**config.mk**
```make
export PLATFORM = sky130hd
export DESIGN_NAME = gsbd_ctrl
export DESIGN_NICKNAME = d
export VERILOG_FILES = /design/src/gsbd_pkg.sv /design/src/gsbd_ctrl.sv
export SDC_FILE = /design/constraint.sdc
export NUM_CORES = 1
export LEC_CHECK = 0
export BUFFER_PORTS_ARGS = -buffer_cell sky130_fd_sc_hd__buf_4
export CAP_MARGIN = 20
export CORE_AREA = 2 2 39 41
export DETAILED_ROUTE_END_ITERATION = 7
export DIE_AREA = 0 0 41 43
export GPL_TIMING_DRIVEN = 0
export HOLD_SLACK_MARGIN = 0.12
export SLEW_MARGIN = 5
export SYNTH_ARGS = -nofsm -noshare
export SYNTH_HDL_FRONTEND = slang
export SYNTH_SLANG_ARGS = --single-unit
```
**constraint.sdc**
```tcl
create_clock -name clk -period 4.6 [get_ports clk]
set_clock_uncertainty 0.2 [all_clocks]
set_input_delay 0.23 -clock clk [delete_from_list [all_inputs] [get_ports clk]]
set_output_delay 0.23 -clock clk [all_outputs]
set_load 0.05 [all_outputs]
```
**src/gsbd_pkg.sv**
```systemverilog
// ---------------------------------------------------------------------------
// GCR sector bit decoder package
// Shared types, marks, lengths and the 6-and-2 translate functions.
// ---------------------------------------------------------------------------
package gsbd_pkg;

    localparam int STORE_DEPTH_DEF = 512;

    localparam logic [23:0] MARK_ADDR53 = 24'hd5aab5;
    localparam logic [23:0] MARK_ADDR62 = 24'hd5aa96;
    localparam logic [23:0] MARK_DATA   = 24'hd5aaad;

    localparam logic [8:0] LEN62     = 9'd343;
    localparam logic [8:0] LEN53     = 9'd411;
    localparam logic [8:0] LEN_NONE  = 9'd1;
    localparam logic [8:0] WALK_LAST = 9'd342;
    localparam logic [8:0] AUX_LEN   = 9'd86;
    localparam logic [6:0] AUX_LAST  = 7'd85;
    localparam logic [4:0] WORD_LAST = 5'd31;

    // Parser phase of the bit front end
    typedef enum logic [1:0] {
        PH_IDLE = 2'd0,
        PH_ADDR = 2'd1,
        PH_DATA = 2'd2
    } phase_t;

    // Encoding selected by the last address mark
    typedef enum logic [1:0] {
        MODE_NONE = 2'd0,
        MODE_53   = 2'd1,
        MODE_62   = 2'd2
    } mode_t;

    // Controller states
    typedef enum logic [2:0] {
        ST_BITS,
        ST_WALK_RD,
        ST_WALK_WR,
        ST_CHECK,
        ST_EMIT_RD,
        ST_EMIT_ACC,
        ST_OUT
    } state_t;

    // Commands from controller to datapath
    typedef struct packed {
        logic step;
        logic walk_wr;
        logic walk_rd;
        logic emit_init;
        logic emit_rd;
        logic emit_acc;
        logic out_fire;
    } cmd_t;

    // Status from datapath to controller
    typedef struct packed {
        logic end62;
        logic walk_last;
        logic sum_ok;
        logic byte_last;
        logic word_last;
    } stat_t;

    // 6-and-2 disk byte to 6-bit value, unknown codes give zero
    function automatic logic [5:0] gcr62_value(input logic [7:0] code);
        logic [5:0] v;
        v = 6'd0;
        unique case (code)
            8'h96: v = 6'd0;   8'h97: v = 6'd1;   8'h9a: v = 6'd2;   8'h9b: v = 6'd3;
            8'h9d: v = 6'd4;   8'h9e: v = 6'd5;   8'h9f: v = 6'd6;   8'ha6: v = 6'd7;
            8'ha7: v = 6'd8;   8'hab: v = 6'd9;   8'hac: v = 6'd10;  8'had: v = 6'd11;
            8'hae: v = 6'd12;  8'haf: v = 6'd13;  8'hb2: v = 6'd14;  8'hb3: v = 6'd15;
            8'hb4: v = 6'd16;  8'hb5: v = 6'd17;  8'hb6: v = 6'd18;  8'hb7: v = 6'd19;
            8'hb9: v = 6'd20;  8'hba: v = 6'd21;  8'hbb: v = 6'd22;  8'hbc: v = 6'd23;
            8'hbd: v = 6'd24;  8'hbe: v = 6'd25;  8'hbf: v = 6'd26;  8'hcb: v = 6'd27;
            8'hcd: v = 6'd28;  8'hce: v = 6'd29;  8'hcf: v = 6'd30;  8'hd3: v = 6'd31;
            8'hd6: v = 6'd32;  8'hd7: v = 6'd33;  8'hd9: v = 6'd34;  8'hda: v = 6'd35;
            8'hdb: v = 6'd36;  8'hdc: v = 6'd37;  8'hdd: v = 6'd38;  8'hde: v = 6'd39;
            8'hdf: v = 6'd40;  8'he5: v = 6'd41;  8'he6: v = 6'd42;  8'he7: v = 6'd43;
            8'he9: v = 6'd44;  8'hea: v = 6'd45;  8'heb: v = 6'd46;  8'hec: v = 6'd47;
            8'hed: v = 6'd48;  8'hee: v = 6'd49;  8'hef: v = 6'd50;  8'hf2: v = 6'd51;
            8'hf3: v = 6'd52;  8'hf4: v = 6'd53;  8'hf5: v = 6'd54;  8'hf6: v = 6'd55;
            8'hf7: v = 6'd56;  8'hf9: v = 6'd57;  8'hfa: v = 6'd58;  8'hfb: v = 6'd59;
            8'hfc: v = 6'd60;  8'hfd: v = 6'd61;  8'hfe: v = 6'd62;  8'hff: v = 6'd63;
            default: v = 6'd0;
        endcase
        return v;
    endfunction

    // Bit pair swap of the auxiliary bytes
    function automatic logic [1:0] swap2(input logic [1:0] v);
        return {v[0], v[1]};
    endfunction

    // 4-and-4 decode
    function automatic logic [7:0] odd_even(input logic [7:0] a, input logic [7:0] b);
        return {a[6:0], 1'b1} & b;
    endfunction

endpackage

```
**src/gsbd_ctrl.sv**
```systemverilog
// ---------------------------------------------------------------------------
// GCR sector decoder controller
// Sequences bit intake, the decode walk and the word emission.
// ---------------------------------------------------------------------------
module gsbd_ctrl
(
    input  logic            clk,
    input  logic            rst_n,
    input  logic            s_valid,
    output logic            s_ready,
    output logic            m_valid,
    input  logic            m_ready,
    input  gsbd_pkg::stat_t stat,
    output gsbd_pkg::cmd_t  cmd
);

    gsbd_pkg::state_t state_reg, state_next;

    // State register
    always_ff @(posedge clk or negedge rst_n)
    begin
        if (!rst_n)
        begin
            state_reg <= gsbd_pkg::ST_BITS;
        end
        else
        begin
            state_reg <= state_next;
        end
    end

    // Next state and commands
    always_comb
    begin
        state_next = state_reg;
        cmd        = '0;
        s_ready    = 1'b0;
        m_valid    = 1'b0;
        unique case (state_reg)
            gsbd_pkg::ST_BITS:
            begin
                s_ready  = 1'b1;
                cmd.step = s_valid;
                if (s_valid && stat.end62)
                begin
                    state_next = gsbd_pkg::ST_WALK_RD;
                end
            end
            gsbd_pkg::ST_WALK_RD:
            begin
                cmd.walk_rd = 1'b1;
                state_next  = gsbd_pkg::ST_WALK_WR;
            end
            gsbd_pkg::ST_WALK_WR:
            begin
                cmd.walk_wr = 1'b1;
                state_next  = stat.walk_last ? gsbd_pkg::ST_CHECK : gsbd_pkg::ST_WALK_RD;
            end
            gsbd_pkg::ST_CHECK:
            begin
                cmd.emit_init = 1'b1;
                state_next    = stat.sum_ok ? gsbd_pkg::ST_EMIT_RD : gsbd_pkg::ST_BITS;
            end
            gsbd_pkg::ST_EMIT_RD:
            begin
                cmd.emit_rd = 1'b1;
                state_next  = gsbd_pkg::ST_EMIT_ACC;
            end
            gsbd_pkg::ST_EMIT_ACC:
            begin
                cmd.emit_acc = 1'b1;
                state_next   = stat.byte_last ? gsbd_pkg::ST_OUT : gsbd_pkg::ST_EMIT_RD;
            end
            gsbd_pkg::ST_OUT:
            begin
                m_valid = 1'b1;
                if (m_ready)
                begin
                    cmd.out_fire = 1'b1;
                    state_next   = stat.word_last ? gsbd_pkg::ST_BITS : gsbd_pkg::ST_EMIT_RD;
                end
            end
            default:
            begin
                state_next = gsbd_pkg::ST_BITS;
            end
        endcase
    end

endmodule

```
== Word level (Yosys, flattened, before mapping) ==
Index checks and enable logic that the tools add are counted.

* Bits in registers: 3
* Input port bits: 9
* Output and inout bits: 9
* Word-level logic and storage cells: 29

* Equal/unequal tests: 8
* Muxes and demuxes: 17
* Reduce and logical (&&, ||, !) cells: 3

{| class="wikitable"
|+ Operators by type and width
! operator !! count
|-
| 3-bit case mux with 7 select lines || 1
|-
| 3-bit 2-to-1 mux || 4
|-
| 1-bit 2-to-1 mux || 10
|-
| 3-bit == test, second input constant || 3
|-
| 3-bit by 2-bit == test with 1-bit output, second input constant || 2
|-
| 2-bit 2-to-1 mux || 2
|-
| 2-bit inequality test, second input constant || 2
|-
| 3-bit by 1-bit == test with 1-bit output, second input constant || 1
|-
| 3-bit zero test || 1
|-
| 2-bit AND reduction || 1
|-
| 1-bit logical AND || 1
|}

== Depth between registers and ports, before layout ==
Gate-level depths: netlist of the first run.

* Depth after elaboration: 3
* Mapped depth: 3
* Mapped depth without buffers: 2

== Least setup slack after synthesis of the first run ==
Ideal clock, no wire load.

* Path kind: register to output
* Start point: register state_reg[1]
* End point: output port cmd[6] (netlist name)
* Arrival time: 2193 ps
* Required time: 4170 ps
* Slack: 1977 ps
* Stages on the path, launching flop included: 4
* Buffers on the path: 1
* Cells stage by stage: dfrtp_1 > buf_2 > nor3_1 > and2_1

{| class="wikitable"
|+ RTL lines
! element !! line !! text
|-
| start: declaration || gsbd_ctrl.sv:17 || <nowiki>gsbd_pkg::state_t state_reg, state_next;</nowiki>
|-
| start signal: assignment || gsbd_ctrl.sv:24 || <nowiki>state_reg <= gsbd_pkg::ST_BITS;</nowiki>
|-
| start signal: assignment || gsbd_ctrl.sv:28 || <nowiki>state_reg <= state_next;</nowiki>
|-
| end: declaration || gsbd_ctrl.sv:14 || <nowiki>output gsbd_pkg::cmd_t cmd</nowiki>
|}

==> results.md, run 1 <==
- Outcome: complete, no violations
- Routability congestion estimate: 0.621
- Hold Buf Count CTS: 2
- DR vias: 285
- Die Ht: 43 um
- Top-area cell type share of the netlist area: 30.8%
- Max reg flops: 3
- Vias in the first global route: 252
- Total core area: 1380 um^2
- Syn-to-layout area delta: 79.5%
- Clock slew at reported path FFs: ~40 ps
- Post-route ant nets: 0
- Iter 0 DRT Violations: 1
- Share of cells above drive strength 1: 50.0%
- Seq/Total Area, Yosys: 30.8%
- GR Util met2: a little over a tenth
- # rows: 14
- CTS max path bufs: 2
- Final #Nets: 60
- GR peak layer: met1
- Final hold viol count: 0
- Slew HR: 80.9%
- Average cell area after synthesis: 9.04 um^2
- Unrepaired setup endpoints after global routing: false
- Clock share of power: a little over an eighth
- Gr usage total: 9.38%
- Pleak: about 0.23 nW
- Synth area leader: dfrtp_1
- Post-cts sizing count: 0
- Top cells by area, synth: dfrtp_1 31%, and2_1 5.1%, and3_1 5.1%, and4bb_1 5.1%, nor3b_2 5.1%
- Post-CTS setup repair buffer count: 0
- Synth unique cells: 20
- Fmax: 572 MHz
- Critical path data required time: 4170 ps
- Die W: about 40 um
- Initial Util: between 10% and 20%
- Worst Hold Class: in -> async
- Setup TNS: 0 ps
- Reg2Reg Depth: 3
- IO Pins: 18
- Syn Inst Count: 27
- Number of max-cap violations: 0
- TritonCTS clock tree: yes
- CP endpoint kind: output port
- ANT cells: 0
- Seq cells post-synth: 3
- Worst IR drop on VDD: between 300 and 400 uV
- Worst r2r dst: state_reg[1]
- Later-pin clock latency in the skew report: 230 ps
- Die ar.: roughly 1800 um^2
- Pin count of the biggest net entering global routing: 11
- Tightest Pin Transition: 283 ps
- Worst Path Class, Setup: reg -> out
- Combinational share of power: 70.1%
- Num CTS Buffers: 3
- GR Util met3: 3.14%
- Crit share post-route: 38.0%
- Psw: 182 uW
- Total Wirelength: around 640 um
- First-pass GRT wire length: 1030 um
- Initial DRT Pass Iterations: 4
- Synthesized Nets: 36
- Min Tclk post-route: 1750 ps
- IO buf count: 17
- DRC: 0
- Mapped cell area: 244 um^2
- Internal power: roughly 160 uW
- Nature of the critical path startpoint: register
- Worst Setup SP: state_reg[1]
- Dpl hpwl: 492 um
- Critical path arrival: roughly 1300 ps
- Sw frac: 53.9%
- Reg-to-reg slack, setup: 3040 ps
- Ys Warns: 0
- Final Cell Area: 438 um^2
- Fin. max-slew vios: 0
- Sink Count: 3
- Placement Cell Area: ~400 um^2
- Met1 Use GR: 12.1%
- H-tree levels: 1
- CTS root buf: clkbuf_4
- Grt total ovfl: 0
- Worst r2r src: state_reg[0]
- Initial antenna violation count: 0
- # setup viols final: 0
- Total power per unit cell area: 769 nW/um^2
- Seq pwr share: 16.5%
- Setup crit end: cmd[6]
- Via density: 4.32
- Maximum net fanout on the critical path: 10
- WL/cell: ~9.8 um
==> synth_stat cells (all sizes together) <==
master and n:
nand2 1, nor3b 2, a211o 1, o311ai 1
nor2 3, and3b 1, or4 1, inv 2
and3 3, nor3 1, nor4bb 1, and2 2
buf 2, nand2b 1, and4bb 1, dfrtp 3
nand4b 1
==> worst max-delay path, cell delays in order, from the launching register on <==
cell,delay (ps)
dfrtp_1,360
buf_2,170
nor3_1,220
and2_1,160
buf_4,190
==> cell families (layout without fill, tap and decap cells) <==
kind of cell | after synthesis | after routing | share of synthesized area (%)
flip-flops | 3 | 3 | 30.8
AO/OA/AOI/OAI | 2 | 2 | 7.18
buffers and inverters | 4 | 27 | 9.74
AND/OR/NAND/NOR | 18 | 18 | 52.3
==> cell type report <==
type / instances / area [um^2]
inverter: 2 / 7.51
tap: 16 / 20.0
timing repair buffer: 19 / 148
fill: 152 / 946
buffer: 2 / 16.3
clock buffer: 4 / 26.3
multi-input combinational: 20 / 145
sequential: 3 / 75.1
==> layer usage <==
metal,part of all wire (%),vias to the layer above,wire length (um)
met5,0,-,0
met4,0,0,0
met3,8.2,0,53
met2,49,11,318
met1,42,132,272
li1,-,142,-
==> per-stage QoR <==
step	utilization (%)	total power, mW	instances	setup WS, ps	hold slack (ps)
after floorplan	-	0.227	27	1980	-266
after global placement	28.3	0.292	60	3040	-180
after detailed placement	28.3	0.293	60	3050	-180
after CTS	31.6	0.342	66	2840	132
after global routing	31.6	0.358	66	2740	142
final	31.6	0.337	66	2850	133
==> power by group through the flow <==
stage	logic [mW]	registers, mW	clock network (mW)
after floorplan	0.175	0.0518	0
after global placement	0.236	0.0558	0
after detailed placement	0.237	0.0559	0
after CTS	0.239	0.0559	0.0475
after global routing	0.252	0.0582	0.0476
final	0.236	0.0555	0.0452
==> cell usage in the layout, fill, tap and decap left out <==
cell type	synthesis	final
a211o_1	1	1
and2_1	2	2
and3_1	2	2
and3_2	1	1
and3b_2	1	1
and4bb_1	1	1
buf_2	1	1
buf_4	0	17
buf_6	1	1
clkbuf_1	0	1
clkbuf_4	0	3
dfrtp_1	3	3
dlygate4sd3_1	0	2
inv_1	2	2
nand2_1	1	1
nand2b_1	1	1
nand4b_1	1	1
nor2_1	3	3
nor3_1	1	1
nor3b_1	1	1
nor3b_2	1	1
nor4bb_1	1	1
o311ai_0	1	1
or4_1	1	1
==> how the worst min path moves through the flow <==
stage	from	endpoint	slack, ps	cells after the start
after floorplan	rst_n	state_reg[0]	-270	0
after global placement	rst_n	state_reg[2]	-180	1
after detailed placement	rst_n	state_reg[2]	-180	1
after CTS	rst_n	state_reg[2]	130	2
after global routing	rst_n	state_reg[2]	140	2
final	rst_n	state_reg[2]	130	2
(Power assumes the default switching activity.)
==> run 2, diff against run 1 <==
clock period = 1.6 ns   (was 4.6 ns; I/O delays follow)
==> results.md, run 2 (synthesis gave the netlist of run 1 again) <==
- Grt total ovfl: 0
- Final hold viol count: 0
- Die W: 41 um
- # setup viols final: 0
- Num CTS Buffers: 3
- IO Pins: 18
- Vias in the first global route: 292
- Critical path arrival: approximately 1500 ps
- Sink Count: 3
- Total Wirelength: 849 um
- Number of max-cap violations: 0
- Nature of the critical path startpoint: register
- Initial Util: around 18%
- Pin count of the biggest net entering global routing: 11
- Share of cells above drive strength 1: 59.3%
- Iter 0 DRT Violations: 4
- Worst Path Class, Setup: reg -> reg
- Via density: around 4.3
- Syn-to-layout area delta: 136%
- Final #Nets: 69
- Initial DRT Pass Iterations: 2
- Pleak: 0.282 nW
- Post-route ant nets: 0
- Worst IR drop on VDD: 1110 uV
- Worst Hold Class: in -> reg
- Clock slew at reported path FFs: 40 ps
- Hold path depth: 3
- Maximum net fanout on the critical path: 8
- Die ar.: 1760 um^2
- Crit share post-route: 99.3%
- Unrepaired setup endpoints after global routing: true
- IO buf count: 17
- Placed insts: 60
- CTS max path bufs: 2
- Min Tclk post-route: around 1600 ps
- Placement Cell Area: 407 um^2
- Commonest non-fill, non-tap cells in the layout: 16 x buf_4, 8 x dlygate4sd3_1, 6 x buf_6
- CTS root buf: clkbuf_4
- Reg area: about 76 um^2
- Die Ht: about 43 um
- First-pass GRT wire length: 1190 um
- Initial antenna violation count: 0
- Fillers: 153
- ANT cells: 0
- Min-delay src: stat[3]
- DR vias: 325
- Total core area: 1380 um^2
- Max reg flops: 3
- Most common cell after layout, fill and taps aside: buf_4
- Tightest Pin Transition: between 200 and 300 ps
- Final Cell Area: about 580 um^2
- Power Total: ~1.2 mW
- Reg2Reg Depth: 3
- Later-pin clock latency in the skew report: 230 ps
- Gr usage total: 9.98%
- # rows: 14
- Critical path data required time: approximately 1500 ps
- Fin. max-slew vios: 0
- Routability congestion estimate: 0.647
- Dpl hpwl: 512 um
- Multi-input gate area: ~180 um^2
- Fmax: 629 MHz
- Slew HR: 80.6%
- TritonCTS clock tree: yes
- Outcome: complete, no violations
- H-tree levels: 1
- Total power per unit cell area: 2060 nW/um^2
- CP endpoint kind: register
- WL/cell: 11.3 um
- Worst r2r src: state_reg[0]
- Non-Filler Instances: 75
- DRC: 0
- Worst Setup SP: state_reg[0]
[run 2: cell types whose count changed in the layout (fill, tap and decap cells not counted), sizes merged]
cell,previous run,this run
dlygate4sd3,2,8
buf,19,22
[run 2: where the power goes]
group	switching (mW)	internal (mW)	leakage (nW)
clock	0.0406	0.0935	0.0150
combinational	0.496	0.373	0.232
sequential	0.0639	0.117	0.0352
total	0.600	0.583	0.282
[run 2: worst max-delay path, stage by stage (launching register included)]
cell,delay [ps]
dfrtp_1,390
buf_6,150
and3b_2,190
or4_4,520
[run 2: routing by layer]
| metal | share of wire, % | GRT usage [%] | routed length (um) |
|---|---|---|---|
| met5 | 0 | 0 | 0 |
| met4 | 1.6 | 8.00 | 14 |
| met3 | 6.0 | 0 | 51 |
| met2 | 53 | 14.4 | 446 |
| met1 | 39 | 13.4 | 335 |
[run 2: path summary, 6_finish.rpt]
path,end,slack [ps]
hold / removal,state_reg[1],180
setup / recovery,state_reg[1],10
min in group asynchronous,state_reg[1],530
max in group asynchronous,state_reg[2],510
setup reg to reg,state_reg[1],10
hold reg to reg,state_reg[2],500
[run 2: stage by stage]
stage,util [%],TNS [ps],setup WS [ps],hold WS (ps)
2_1_floorplan,-,-474,-401,-416
3_3_place_gp,29.4,0,30.3,-329
3_5_place_dp,29.4,0,36.1,-330
4_1_cts,37.1,0,11.9,127
5_1_grt,41.6,-44.7,-20.7,194
6_report,41.6,0,11.0,177
[run 2: what timing repair did]
item	4_1_cts	5_1_grt
setup endpoints to repair	0	5
gates resized for setup	0	11
hold endpoints to repair	6	0
setup buffers	0	3
hold buffers	8	0
[run 2: cell type report]
type,count,area share (%)
Timing Repair Buffer,28,42.6
Multi-Input combinational cell,20,30.9
Clock buffer,4,4.57
Inverter,2,1.30
Sequential cell,3,13.3
Tap cell,16,3.48
Buffer,2,3.91
==> run 3, diff against run 2 <==
clock period = 1.3 ns   (was 1.6 ns; I/O delays follow)
==> results.md, run 3 (synthesis gave the netlist of run 1 again) <==
- Initial antenna violation count: 0
- Critical path data required time: between 1000 and 1500 ps
- Reg2Reg Depth: 3
- Gr usage total: 15.1%
- # rows: 14
- Seq pwr share: 8.2%
- Maximum net fanout on the critical path: 3
- Slew HR: around 80%
- Metal3 WL: around 65 um
- Clock share of power: around 7.5%
- Total core area: 1380 um^2
- Combinational share of power: a little over four fifths
- Grt total ovfl: 0
- Failing checks: negative setup slack
- Worst Hold Class: in -> reg
- WL/cell: 12.9 um
- Syn-to-layout area delta: 242%
- Sink Count: 3
- IO Pins: 18
- DR vias: a little under 400
- Placed insts: 60
- CTS root buf: clkbuf_4
- Via density: 4.40
- Crit share post-route: 123%
- Dpl ws: -294 ps
- Worst Path Class, Setup: reg -> reg
- Worst r2r src: state_reg[2]
- CP endpoint kind: register
- Final worst slack: -303 ps
- Num CTS Buffers: 3
- Non-Filler Instances: 88
- First-pass GRT wire length: roughly 1700 um
- Unrepaired setup endpoints after global routing: true
- IO buf count: 17
- Routability congestion estimate: 0.617
- Hold path depth: 3
- H-tree levels: 1
- Initial Util: 17.6%
- Fin. max-slew vios: 0
- Tightest Pin Transition: between 200 and 300 ps
- Share of cells above drive strength 1: approximately 80%
- Die ar.: 1760 um^2
- Most common cell after layout, fill and taps aside: buf_6
- Number of max-cap violations: 0
- Final #Nets: 82
- Post-route ant nets: 0
- Reg-to-reg slack, setup: -300 ps
- Critical path arrival: 1510 ps
- Worst IR drop on VDD: 1510 uV
- # setup viols final: 12
- Hold Worst Slack: 24.6 ps
- Internal power: 1.29 mW
- Initial DRT Pass Iterations: 2
- CTS max path bufs: 2
- Top sig layer: met4
- Worst r2r dst: state_reg[1]
- Pleak: 0.389 nW
- ANT cells: 0
- Die W: 41 um
- Max reg flops: 3
- Die Ht: 43 um
- Nature of the critical path startpoint: register
- Vias in the first global route: 397
- Worst Setup SP: state_reg[2]
- Total Wirelength: 1140 um
- Commonest non-fill, non-tap cells in the layout: 16 x buf_6, 14 x buf_4, 7 x dlygate4sd3_1
- Sw frac: 44.3%
- Final hold viol count: 0
- Total power per unit cell area: 2770 nW/um^2
- Met1 wire length: 420 um
- Iter 0 DRT Violations: 1
- Later-pin clock latency in the skew report: 240 ps
- Fmax: between 600 and 700 MHz
- Psw: 1.02 mW
- TritonCTS clock tree: yes
- Setup crit end: state_reg[1]
- Dpl hpwl: 512 um
- Clock slew at reported path FFs: ~40 ps
- Hold Buf Count CTS: 7
- Min Tclk post-route: 1600 ps
- Fillers: 124
- Outcome: finished with violations
- DRC: 0
- Pin count of the biggest net entering global routing: 8
- Met2 routed WL: between 600 and 700 um
run 3: changes by cell type in the layout (fill, tap and decap cells not counted), sizes merged:
cell and delta:
clkinv +1, inv -1, buf +14, dlygate4sd3 -1
run 3: timing repair:
item | CTS | global route
pin swaps | 9 | 6
buffers inserted | 12 | 5
cloned | 1 | 0
resized for setup | 35 | 11
setup endpoints to repair | 12 | 12
endpoints found under the hold margin | 6 | 1
run 3: power groups by stage:
stage          clock network (mW)  registers, mW  logic, mW
6_report                    0.173          0.190       1.95
4_1_cts                     0.171          0.178       1.67
5_1_grt                     0.187          0.194       2.05
2_1_floorplan                   0          0.197      0.744
3_5_place_dp                    0          0.210      0.962
3_3_place_gp                    0          0.212      0.957
run 3: through the flow:
stage	utilization, %	total power, mW	area (um^2)	setup TNS, ps
2_1_floorplan	-	0.942	290	-971
3_3_place_gp	31.6	1.17	438	-585
3_5_place_dp	31.6	1.17	438	-548
4_1_cts	54.8	2.02	758	-1840
5_1_grt	60.3	2.43	835	-2630
6_report	60.3	2.31	835	-2200
run 3: worst min path at each step:
stage,start,end
floorplan,rst_n,state_reg[0]
detailed placement,rst_n,state_reg[1]
global route,stat[1],state_reg[1]
CTS,stat[1],state_reg[1]
global placement,rst_n,state_reg[1]
finish,stat[1],state_reg[1]
run 3: critical path, stage by stage (launching register included):
cell and delay [ps]:
dfrtp_2 430, buf_6 140, and4bb_1 190, or4_4 510
run 3: final cells by class:
cell class / instances / area, um^2 / area share (%)
plain buffers: 2 / 22.5 / 2.70
clock buffers: 4 / 26.3 / 3.15
inverters: 2 / 22.5 / 2.70
multi-input cells: 20 / 234 / 28.0
flip-flops and latches: 3 / 76.3 / 9.15
well taps: 16 / 20.0 / 2.40
repair buffers: 41 / 433 / 51.9
run 3: layer usage:
layer  up-vias  global-route usage (%)
li1        189                       -
met1       184                    19.0
met2        12                    22.8
met3         2                    4.71
met4         0                    6.00
met5         -                       0
